**config.mk**
```make
export PLATFORM = sky130hd
export DESIGN_NAME = reader_response_frame_receiver_unit
export DESIGN_NICKNAME = d
export VERILOG_FILES = /design/src/hw/rtl/rrfr_pkg.sv /design/src/hw/rtl/rrfr_front.sv /design/src/hw/rtl/rrfr_queue.sv /design/src/hw/rtl/rrfr_back.sv /design/src/hw/rtl/reader_response_frame_receiver_unit.sv
export SDC_FILE = /design/constraint.sdc
export NUM_CORES = 1
export LEC_CHECK = 0
export ABC_AREA = 1
export BUFFER_PORTS_ARGS = -buffer_cell sky130_fd_sc_hd__buf_2
export CAP_MARGIN = 5
export CORE_MARGIN = 5
export CORE_UTILIZATION = 25
export DETAILED_ROUTE_END_ITERATION = 10
export GPL_TIMING_DRIVEN = 1
export PLACE_DENSITY_LB_ADDON = 0.15
export REMOVE_ABC_BUFFERS = 1
export SYNTH_ARGS = -nofsm -noshare
export SYNTH_HDL_FRONTEND = slang
export SYNTH_SLANG_ARGS = --single-unit
```
**constraint.sdc**
```tcl
create_clock -name clk -period 12.59 [get_ports clk]
set_clock_uncertainty 0.1 [all_clocks]
set_input_delay 1.8885 -clock clk [delete_from_list [all_inputs] [get_ports clk]]
set_output_delay 1.8885 -clock clk [all_outputs]
set_load 0.1 [all_outputs]
```
**src/hw/rtl/rrfr_pkg.sv**
```systemverilog
package rrfr_pkg;

  localparam int EPC_BYTES = 12;
  localparam int MAX_FRAME = 256;
  localparam int EPC_W = 8 * EPC_BYTES;
  localparam int EPC_IDX_W = (EPC_BYTES > 1) ? $clog2(EPC_BYTES) : 1;

  localparam int Q_DEPTH = 2;
  localparam int Q_PTR_W = (Q_DEPTH > 1) ? $clog2(Q_DEPTH) : 1;
  localparam int Q_CNT_W = $clog2(Q_DEPTH + 1);

  localparam logic [7:0] HEADER_BYTE = 8'hA0;
  localparam logic [7:0] CMD_INV_BUF = 8'h90;
  localparam logic [7:0] CMD_REAL_TIME = 8'h89;
  localparam logic [7:0] CMD_FAST_SWITCH = 8'h8A;
  localparam logic [7:0] CMD_BEEPER = 8'h7A;

  localparam logic [7:0] LEN_MIN = 8'd2;
  localparam logic [7:0] LEN_SHORT_REPLY = 8'h04;
  localparam logic [7:0] LEN_ANT_ABSENT = 8'h05;
  localparam logic [7:0] LEN_SUMMARY = 8'h0A;
  localparam logic [7:0] LEN_EPC_MIN = 8'd18;

  localparam logic [7:0] OFF_INV_BUF = 8'd6;
  localparam logic [7:0] OFF_REAL_TIME = 8'd4;

  typedef enum logic [2:0] {
    ST_OK         = 3'd0,
    ST_CHECKSUM   = 3'd1,
    ST_OVERSIZE   = 3'd2,
    ST_TOO_SHORT  = 3'd3,
    ST_CMD_ERR    = 3'd4,
    ST_ANT_ABSENT = 3'd5,
    ST_LEN_ERR    = 3'd6
  } status_t;

  typedef enum logic [1:0] {
    REC_OVERSIZE,
    REC_SHORT,
    REC_FRAME
  } rec_kind_t;

  // one finished or rejected frame, handed from parser to classifier
  typedef struct packed {
    rec_kind_t        kind;
    logic             sum_ok;
    logic [7:0]       len;
    logic [7:0]       cmd;
    logic [7:0]       addr;
    logic [7:0]       detail;
    logic [EPC_W-1:0] epc;
  } rec_t;

  // data offset of the tag identifier, zero when the command carries none
  function automatic logic [7:0] epc_offset(input logic [7:0] cmd);
    logic [7:0] off;
    off = 8'd0;
    if (cmd == CMD_INV_BUF) begin
      off = OFF_INV_BUF;
    end else if (cmd == CMD_REAL_TIME || cmd == CMD_FAST_SWITCH) begin
      off = OFF_REAL_TIME;
    end
    return off;
  endfunction

endpackage

```
**src/hw/rtl/rrfr_front.sv**
```systemverilog
module rrfr_front (
  input  logic          clk,
  input  logic          rst_n,
  input  logic          byte_fire,
  input  logic [7:0]    rx_byte,
  output logic          rec_push,
  output rrfr_pkg::rec_t rec
);

  typedef enum logic [1:0] {
    PH_HUNT,
    PH_LEN,
    PH_BODY
  } phase_t;

  phase_t     phase_r, phase_nxt;
  logic [7:0] len_r, len_nxt;
  logic [7:0] pos_r, pos_nxt;
  logic [7:0] sum_r, sum_nxt;
  logic [7:0] addr_r, addr_nxt;
  logic [7:0] cmd_r, cmd_nxt;
  logic [7:0] det_r, det_nxt;

  logic [7:0] store_r [rrfr_pkg::EPC_BYTES];

  logic [7:0]                     sum_add;
  logic [7:0]                     data_idx;
  logic [7:0]                     off;
  logic [7:0]                     rel;
  logic                           last_byte;
  logic                           store_we;
  logic [rrfr_pkg::EPC_IDX_W-1:0] store_idx;
  logic [rrfr_pkg::EPC_W-1:0]     epc_flat;

  assign sum_add   = 8'(sum_r + rx_byte);
  assign data_idx  = 8'(pos_r - 8'd1);
  assign off       = rrfr_pkg::epc_offset(cmd_r);
  assign rel       = 8'(data_idx - off);
  assign last_byte = (9'(pos_r) + 9'd1) >= 9'(len_r);
  assign store_idx = rel[rrfr_pkg::EPC_IDX_W-1:0];
  assign store_we  = byte_fire && (phase_r == PH_BODY) && !last_byte && (pos_r != 8'd0) &&
                     (data_idx != 8'd0) && (off != 8'd0) && (data_idx >= off) &&
                     (rel < 8'(rrfr_pkg::EPC_BYTES));

  always_comb begin
    for (int i = 0; i < rrfr_pkg::EPC_BYTES; i++) begin
      epc_flat[rrfr_pkg::EPC_W-1-8*i -: 8] = store_r[i];
    end
  end

  always_comb begin
    phase_nxt = phase_r;
    len_nxt   = len_r;
    pos_nxt   = pos_r;
    sum_nxt   = sum_r;
    addr_nxt  = addr_r;
    cmd_nxt   = cmd_r;
    det_nxt   = det_r;
    rec_push  = 1'b0;
    rec       = '0;
    rec.kind  = rrfr_pkg::REC_FRAME;
    if (byte_fire) begin
      case (phase_r)
        PH_LEN: begin
          len_nxt  = rx_byte;
          addr_nxt = 8'd0;
          cmd_nxt  = 8'd0;
          det_nxt  = 8'd0;
          if ((10'(rx_byte) + 10'd2) > 10'(rrfr_pkg::MAX_FRAME)) begin
            phase_nxt = PH_HUNT;
            rec_push  = 1'b1;
            rec.kind  = rrfr_pkg::REC_OVERSIZE;
          end else if (rx_byte < rrfr_pkg::LEN_MIN) begin
            phase_nxt = PH_HUNT;
            rec_push  = 1'b1;
            rec.kind  = rrfr_pkg::REC_SHORT;
          end else begin
            sum_nxt   = sum_add;
            pos_nxt   = 8'd0;
            phase_nxt = PH_BODY;
          end
        end
        PH_BODY: begin
          if (last_byte) begin
            // check byte: emit the whole frame
            phase_nxt  = PH_HUNT;
            rec_push   = 1'b1;
            rec.sum_ok = (sum_add == 8'd0);
            rec.len    = len_r;
            rec.cmd    = cmd_r;
            rec.addr   = addr_r;
            rec.detail = det_r;
            rec.epc    = epc_flat;
          end else begin
            if (pos_r == 8'd0) begin
              addr_nxt = rx_byte;
            end else if (data_idx == 8'd0) begin
              cmd_nxt = rx_byte;
            end else if (data_idx == 8'd1) begin
              det_nxt = rx_byte;
            end
            sum_nxt = sum_add;
            pos_nxt = 8'(pos_r + 8'd1);
          end
        end
        default: begin
          phase_nxt = PH_HUNT;
          if (rx_byte == rrfr_pkg::HEADER_BYTE) begin
            sum_nxt   = rrfr_pkg::HEADER_BYTE;
            phase_nxt = PH_LEN;
          end
        end
      endcase
    end
  end

  always_ff @(posedge clk) begin
    if (!rst_n) begin
      phase_r <= PH_HUNT;
      len_r   <= 8'd0;
      pos_r   <= 8'd0;
      sum_r   <= 8'd0;
      addr_r  <= 8'd0;
      cmd_r   <= 8'd0;
      det_r   <= 8'd0;
    end else begin
      phase_r <= phase_nxt;
      len_r   <= len_nxt;
      pos_r   <= pos_nxt;
      sum_r   <= sum_nxt;
      addr_r  <= addr_nxt;
      cmd_r   <= cmd_nxt;
      det_r   <= det_nxt;
    end
  end

  always_ff @(posedge clk) begin
    if (store_we) begin
      store_r[store_idx] <= rx_byte;
    end
  end

endmodule

```
**src/hw/rtl/rrfr_queue.sv**
```systemverilog
module rrfr_queue (
  input  logic                          clk,
  input  logic                          rst_n,
  input  logic                          push,
  input  rrfr_pkg::rec_t                push_rec,
  input  logic                          pop,
  output logic                          q_valid,
  output logic                          q_full,
  output rrfr_pkg::rec_t                head,
  output logic [rrfr_pkg::Q_CNT_W-1:0]  count
);

  rrfr_pkg::rec_t slot_r [rrfr_pkg::Q_DEPTH];

  logic [rrfr_pkg::Q_PTR_W-1:0] wr_ptr_r, wr_ptr_nxt;
  logic [rrfr_pkg::Q_PTR_W-1:0] rd_ptr_r, rd_ptr_nxt;
  logic [rrfr_pkg::Q_CNT_W-1:0] cnt_r, cnt_nxt;
  logic                         do_push;
  logic                         do_pop;

  assign q_valid = (cnt_r != '0);
  assign q_full  = (cnt_r == rrfr_pkg::Q_CNT_W'(rrfr_pkg::Q_DEPTH));
  assign head    = slot_r[rd_ptr_r];
  assign count   = cnt_r;
  assign do_push = push && !q_full;
  assign do_pop  = pop && q_valid;

  always_comb begin
    wr_ptr_nxt = wr_ptr_r;
    rd_ptr_nxt = rd_ptr_r;
    cnt_nxt    = cnt_r;
    if (do_push) begin
      wr_ptr_nxt = (wr_ptr_r == rrfr_pkg::Q_PTR_W'(rrfr_pkg::Q_DEPTH - 1)) ?
                   '0 : rrfr_pkg::Q_PTR_W'(wr_ptr_r + 1'b1);
    end
    if (do_pop) begin
      rd_ptr_nxt = (rd_ptr_r == rrfr_pkg::Q_PTR_W'(rrfr_pkg::Q_DEPTH - 1)) ?
                   '0 : rrfr_pkg::Q_PTR_W'(rd_ptr_r + 1'b1);
    end
    if (do_push && !do_pop) begin
      cnt_nxt = rrfr_pkg::Q_CNT_W'(cnt_r + 1'b1);
    end else if (do_pop && !do_push) begin
      cnt_nxt = rrfr_pkg::Q_CNT_W'(cnt_r - 1'b1);
    end
  end

  always_ff @(posedge clk) begin
    if (!rst_n) begin
      wr_ptr_r <= '0;
      rd_ptr_r <= '0;
      cnt_r    <= '0;
    end else begin
      wr_ptr_r <= wr_ptr_nxt;
      rd_ptr_r <= rd_ptr_nxt;
      cnt_r    <= cnt_nxt;
    end
  end

  always_ff @(posedge clk) begin
    if (do_push) begin
      slot_r[wr_ptr_r] <= push_rec;
    end
  end

endmodule

```
**src/hw/rtl/rrfr_back.sv**
```systemverilog
module rrfr_back (
  input  logic           clk,
  input  logic           rst_n,
  input  logic           q_valid,
  input  rrfr_pkg::rec_t q_rec,
  output logic           q_pop,
  output logic           out_valid,
  input  logic           out_stall,
  output logic [2:0]     out_status,
  output logic [7:0]     out_command,
  output logic [7:0]     out_reader_address,
  output logic [7:0]     out_detail,
  output logic           out_epc_valid,
  output logic [31:0]    out_epc_upper,
  output logic [63:0]    out_epc_lower
);

  logic        valid_r, valid_nxt;
  logic [2:0]  status_r, status_nxt;
  logic [7:0]  cmd_r, cmd_nxt;
  logic [7:0]  addr_r, addr_nxt;
  logic [7:0]  det_r, det_nxt;
  logic        epc_valid_r, epc_valid_nxt;
  logic [95:0] epc_r, epc_nxt;

  logic        load;
  logic        want_epc;
  logic        epc_fits;
  logic        epc_nonzero;
  logic [2:0]  status_c;

  assign load        = q_valid && (!valid_r || !out_stall);
  assign q_pop       = load;
  assign epc_fits    = (10'(rrfr_pkg::epc_offset(q_rec.cmd)) + 10'(rrfr_pkg::EPC_BYTES)) <=
                       (10'(q_rec.len) - 10'd2);
  assign epc_nonzero = |q_rec.epc;

  always_comb begin
    status_c = rrfr_pkg::ST_OK;
    want_epc = 1'b0;
    case (q_rec.kind)
      rrfr_pkg::REC_OVERSIZE: status_c = rrfr_pkg::ST_OVERSIZE;
      rrfr_pkg::REC_SHORT:    status_c = rrfr_pkg::ST_TOO_SHORT;
      default: begin
        if (!q_rec.sum_ok) begin
          status_c = rrfr_pkg::ST_CHECKSUM;
        end else if (q_rec.len != rrfr_pkg::LEN_MIN) begin
          case (q_rec.cmd)
            rrfr_pkg::CMD_INV_BUF: begin
              if (q_rec.len == rrfr_pkg::LEN_SHORT_REPLY) status_c = rrfr_pkg::ST_CMD_ERR;
              else want_epc = 1'b1;
            end
            rrfr_pkg::CMD_REAL_TIME: begin
              if (q_rec.len == rrfr_pkg::LEN_SUMMARY) status_c = rrfr_pkg::ST_CMD_ERR;
              else want_epc = 1'b1;
            end
            rrfr_pkg::CMD_FAST_SWITCH: begin
              if (q_rec.len == rrfr_pkg::LEN_SHORT_REPLY) begin
                status_c = rrfr_pkg::ST_CMD_ERR;
              end else if (q_rec.len == rrfr_pkg::LEN_ANT_ABSENT) begin
                status_c = rrfr_pkg::ST_ANT_ABSENT;
              end else if (q_rec.len == rrfr_pkg::LEN_SUMMARY) begin
                status_c = rrfr_pkg::ST_OK;
              end else if (q_rec.len > rrfr_pkg::LEN_EPC_MIN) begin
                want_epc = 1'b1;
              end else begin
                status_c = rrfr_pkg::ST_LEN_ERR;
              end
            end
            rrfr_pkg::CMD_BEEPER: begin
              if (q_rec.len != rrfr_pkg::LEN_SHORT_REPLY) status_c = rrfr_pkg::ST_CMD_ERR;
            end
            default: ;
          endcase
        end
      end
    endcase
  end

  always_comb begin
    valid_nxt     = valid_r;
    status_nxt    = status_r;
    cmd_nxt       = cmd_r;
    addr_nxt      = addr_r;
    det_nxt       = det_r;
    epc_valid_nxt = epc_valid_r;
    epc_nxt       = epc_r;
    if (load) begin
      valid_nxt     = 1'b1;
      status_nxt    = status_c;
      cmd_nxt       = q_rec.cmd;
      addr_nxt      = q_rec.addr;
      det_nxt       = q_rec.detail;
      epc_valid_nxt = want_epc && epc_fits && epc_nonzero;
      epc_nxt       = (want_epc && epc_fits && epc_nonzero) ? 96'(q_rec.epc) : 96'd0;
    end else if (!out_stall) begin
      valid_nxt = 1'b0;
    end
  end

  always_ff @(posedge clk) begin
    if (!rst_n) begin
      valid_r <= 1'b0;
    end else begin
      valid_r <= valid_nxt;
    end
    status_r    <= status_nxt;
    cmd_r       <= cmd_nxt;
    addr_r      <= addr_nxt;
    det_r       <= det_nxt;
    epc_valid_r <= epc_valid_nxt;
    epc_r       <= epc_nxt;
  end

  assign out_valid          = valid_r;
  assign out_status         = status_r;
  assign out_command        = cmd_r;
  assign out_reader_address = addr_r;
  assign out_detail         = det_r;
  assign out_epc_valid      = epc_valid_r;
  assign out_epc_upper      = epc_r[95:64];
  assign out_epc_lower      = epc_r[63:0];

endmodule

```
**src/hw/rtl/reader_response_frame_receiver_unit.sv**
```systemverilog
// Throughput: one received byte per cycle, sustained while results are taken.
// Result path: a frame's record enters the frame queue when the transaction
//   that carries its check byte (or its rejected length byte) is accepted; the output register then shows it.
// Two-entry frame queue between parser and classifier; in_stall rises only when
//   it is full, i.e. when the result side has stalled for several frames.
// Reset (rst_n low, synchronous): parser hunts for a header, queue and output empty.
module reader_response_frame_receiver_unit (
  input  logic        clk,
  input  logic        rst_n,
  input  logic        in_valid,
  output logic        in_stall,
  input  logic [7:0]  in_rx_byte,
  output logic        out_valid,
  input  logic        out_stall,
  output logic [2:0]  out_status,
  output logic [7:0]  out_command,
  output logic [7:0]  out_reader_address,
  output logic [7:0]  out_detail,
  output logic        out_epc_valid,
  output logic [31:0] out_epc_upper,
  output logic [63:0] out_epc_lower
);

  logic                         byte_fire;
  logic                         rec_push;
  rrfr_pkg::rec_t               rec;
  logic                         q_valid;
  logic                         q_full;
  logic                         q_pop;
  rrfr_pkg::rec_t               q_head;
  logic [rrfr_pkg::Q_CNT_W-1:0] q_count;

  // Hold off the link only when the queue cannot take a frame record; every
  // byte may end a frame, so stall them all rather than track which would.
  assign in_stall  = q_full;
  assign byte_fire = in_valid && !in_stall;

  // Front: header hunt, length check, running sum and identifier capture.
  rrfr_front u_front (
    .clk       (clk),
    .rst_n     (rst_n),
    .byte_fire (byte_fire),
    .rx_byte   (in_rx_byte),
    .rec_push  (rec_push),
    .rec       (rec)
  );

  // Queue: decouple the byte stream from result delivery.
  rrfr_queue u_queue (
    .clk      (clk),
    .rst_n    (rst_n),
    .push     (rec_push),
    .push_rec (rec),
    .pop      (q_pop),
    .q_valid  (q_valid),
    .q_full   (q_full),
    .head     (q_head),
    .count    (q_count)
  );

  // Back: classify by record kind, checksum, command and length, drive the output register.
  rrfr_back u_back (
    .clk                (clk),
    .rst_n              (rst_n),
    .q_valid            (q_valid),
    .q_rec              (q_head),
    .q_pop              (q_pop),
    .out_valid          (out_valid),
    .out_stall          (out_stall),
    .out_status         (out_status),
    .out_command        (out_command),
    .out_reader_address (out_reader_address),
    .out_detail         (out_detail),
    .out_epc_valid      (out_epc_valid),
    .out_epc_upper      (out_epc_upper),
    .out_epc_lower      (out_epc_lower)
  );

  a_queue_bound: assert property (@(posedge clk) disable iff (!rst_n)
    q_count <= rrfr_pkg::Q_CNT_W'(rrfr_pkg::Q_DEPTH))
    else $error("frame queue count beyond depth");

  a_epc_zero_when_absent: assert property (@(posedge clk) disable iff (!rst_n)
    out_valid && !out_epc_valid |-> out_epc_upper == 32'd0 && out_epc_lower == 64'd0)
    else $error("identifier bits set without epc_valid");

  a_reject_fields_clear: assert property (@(posedge clk) disable iff (!rst_n)
    out_valid && (out_status == rrfr_pkg::ST_OVERSIZE || out_status == rrfr_pkg::ST_TOO_SHORT)
    |-> out_command == 8'd0 && out_reader_address == 8'd0 && out_detail == 8'd0 &&
        !out_epc_valid)
    else $error("rejected length carries frame fields");

  a_epc_only_ok: assert property (@(posedge clk) disable iff (!rst_n)
    out_valid && out_epc_valid |-> out_status == rrfr_pkg::ST_OK)
    else $error("identifier reported on a failed frame");

endmodule
```
==> metrics.md <==
| Metric | Value |
|---|---|
| RSZ-0062 raised after global routing | no |
| Postcts setup bufs | 0 |
| Non-filler instance count after layout | approximately 3,300 |
| CTS Buffer Depth | 3 |
| CTS Hold Buffers Added | 0 |
| Ys Warns | 0 |
| Final hold vios | 0 |
| Setup slack after layout | around 6000 ps |
| Period utilization | 0.525 |
| Std cell rows | ~110 |
| Grt total ovfl | 0 |
| Synth-to-Final Area Change | 17.0% |
| Cts bufs inserted | ~60 |
| Synth top area cells | edfxtp_1, nand2_1, dfxtp_1 |
| DP Area | roughly 24,000 um^2 |
| Setup WS pre-CTS | between 5000 and 6000 ps |
| CP required | roughly 13,000 ps |
| Max transition margin | 0.274 |
| Status | finished clean |
| IO Port Bufs | 137 |
| Reg-to-reg endpoint | u_queue.slot_r[1][36] |
| Tightest Pin Transition | 1090 ps |
| MaxCap Viol Count | 0 |
| Antenna violations before repair | 5 |
| Max FO, Critical Path | between 70 and 80 |
| DRT Pass-1 Iters | 6 |
| Worst R2R Path Depth | 18 |
| Setup CP Type | reg2reg |
| Share of the synthesized area in the top cell type | 0.648 |
| Post_cts resized | 0 |
| Power per cell area | 232 nW/um^2 |
| Worst setup SP type | register |
| Cells after DPL | 3,229 |
| H-tree Lvls | 2 |
| Share of cells above drive strength 1 | 0.137 |
| Post-Syn Area per Cell | between 10 and 15 um^2 |
| Clk Latency, worst-skew pair | between 600 and 700 ps |
| Worst vdd ir | approximately 0.16 mV |
| TNS Setup | 0 ps |
| Synth area leader | edfxtp_1 |
| Die width | 309 um |
| Top-count cell post-synth | edfxtp_1 |
| Crit path capture type | register |
| HPWL Detailed | around 37,000 um |
| Largest net degree at the start of global routing | 80 |
| Cell area after layout | 26,200 um^2 |
| Top FF cell, synth | edfxtp_1 |
| First-pass GRT wire length | a little under 90,000 um |
| Vias per std cell | approximately 4.2 |
| Vias in the first global route | ~14,000 |
| Antenna-violating nets left | 0 |
| #FFs+latches synth | 538 |
| Critical path startpoint | u_front.pos_r[0] |
| Post-synthesis sequential area ratio | 0.698 |
| # DRC | 0 |
| Total power draw | about 6 mW |
| DR vias | 14,055 |
| Yosys cell types | 43 |
| Die area | between 90,000 and 100,000 um^2 |
| Cells after synthesis | 1,995 |
| WHS Path Cells | 1 |
| NumNets Final | 2,169 |
| Reg2reg start | u_front.pos_r[0] |
| Mapped Area | about 22,000 um^2 |
| Fin crit period | 6610 ps |
| Achievable clock frequency | about 150 MHz |
| Global placement routability congestion | slightly above 0.8 |
| Global Route Usage Sum | 0.118 |
| Leading cell types by count after synthesis | edfxtp_1, nand2_1, inv_1 |
| CP arrival | 6740 ps |
| R2R setup slack | approximately 6000 ps |
| Hold Path Class | reg2reg |
| Root Driver | clkbuf_16 |
| Clock transition at path regs | about 70 ps |
| Slew Limit Fails | 0 |
| CTS tree | yes |
| Top Ports | 138 |
| Pleak | ~11 nW |
| CTS sink count | between 500 and 600 |
| WL per Instance | around 17 um |
| Total Wirelength | 57,300 um |
| Filler Cells Inserted | between 9,000 and 10,000 |
| EDFF count, synth | just under 500 |
| Finish-stage setup viols | 0 |
| Core area | 88,500 um^2 |
| Synth async-reset ratio | 0 |
| HP Start | u_queue.rd_ptr_r |
| Initial Utilization | 0.253 |
| 1st-iter DRT viols | about 900 |
| CP endpoint | u_queue.slot_r[1][36] |
| Die Y | approximately 310 um |
[worst min path at each step]
stage	to	slack, ps
after floorplan	register	330
after global placement	register	330
after detailed placement	register	340
after CTS	register	350
after global routing	register	380
final	register	350
[sequential cells by signal (all words and copies together), names as in the netlist, named ones only]
name                       flops
u_back.out_epc_valid           1
u_queue.rd_ptr_r               1
u_back.out_detail              8
u_front.sum_r                  8
u_queue.count                  2
u_front.cmd_r                  8
u_front.len_r                  8
u_back.out_command             8
u_back.epc_r                  96
u_queue.slot_r               262
u_back.out_status              3
u_front.addr_r                 8
u_front.phase_r                2
u_back.out_reader_address      8
u_front.det_r                  8
u_queue.wr_ptr_r               1
u_back.out_valid               1
u_front.pos_r                  8
u_front.store_r               96
[routing by layer]
| metal | GRT usage | share of wire | vias to the layer above |
|---|---|---|---|
| li1 | - | - | 6969 |
| met1 | 0.155 | 0.45 | 6749 |
| met2 | 0.202 | 0.49 | 251 |
| met3 | 0.0204 | 0.041 | 84 |
| met4 | 0.0329 | 0.022 | 2 |
| met5 | 0 | 0.00012 | - |
[through the flow]
stage,hold WS [ps],utilization
after floorplan,325,-
after global placement,332,0.274
after detailed placement,340,0.274
after CTS,348,0.296
after global routing,377,0.296
final,348,0.296
[worst max-delay path, cell delays in order, from the launching register on]
cell and delay [ps]:
dfxtp_1 440, clkinv_1 300, nor3_1 430, nand4_1 200, nor2_1 130, nand2_1 60
nand2_1 80, inv_1 50, ha_1 310, nand4_1 100, nor3_1 140, nand2_1 150
nand3_4 690, nand2_2 460, nand2_1 160, nand2_1 180, nor2_4 600, buf_4 810
buf_4 730
[power breakdown]
part | total [mW] | switching, mW | internal (mW)
Combinational | 2.11 | 1.88 | 0.234
Clock | 1.69 | 0.703 | 0.990
Sequential | 2.26 | 0.0738 | 2.19
Total | 6.07 | 2.66 | 3.41
[cell families after synthesis]
group | count (synthesis) | share of synthesized area
buffers and inverters | 367 | 0.0653
and+or+nand+nor | 867 | 0.172
xor gates and xnor gates | 14 | 0.00549
muxes | 1 | 0.000448
adders and majority gates | 32 | 0.0186
DFF | 538 | 0.698
AOI/OAI and AO/OA | 176 | 0.0409
[cells in the final DEF (no fill, tap or decap), types with 4 or more instances in the layout]
| cell | n |
|---|---|
| a21oi_1 | 39 |
| buf_2 | 137 |
| buf_4 | 15 |
| bufinv_16 | 6 |
| clkbuf_1 | 10 |
| clkbuf_16 | 60 |
| clkinv_1 | 20 |
| clkinv_2 | 7 |
| dfxtp_1 | 55 |
| edfxtp_1 | 482 |
| ha_1 | 30 |
| inv_1 | 277 |
| nand2_1 | 314 |
| nand3_1 | 169 |
| nand4_1 | 51 |
| nor2_1 | 240 |
| nor3_1 | 10 |
| o21ai_0 | 101 |
| o21ai_1 | 24 |
| or2_0 | 4 |
| or2_1 | 16 |
| or2_2 | 42 |
| xnor2_1 | 5 |
| xor2_1 | 9 |
[layout make-up]
type,instances,area [um^2],share of cell area
antenna,2,5.00,0.000191
clock buffer,70,1540,0.0588
timing repair buffer,152,798,0.0305
tap,1165,1460,0.0557
multi-input combinational,1090,5340,0.204
sequential,538,15600,0.596
clock inverter,38,352,0.0134
inverter,284,1070,0.0410
(Power assumes the default switching activity.)
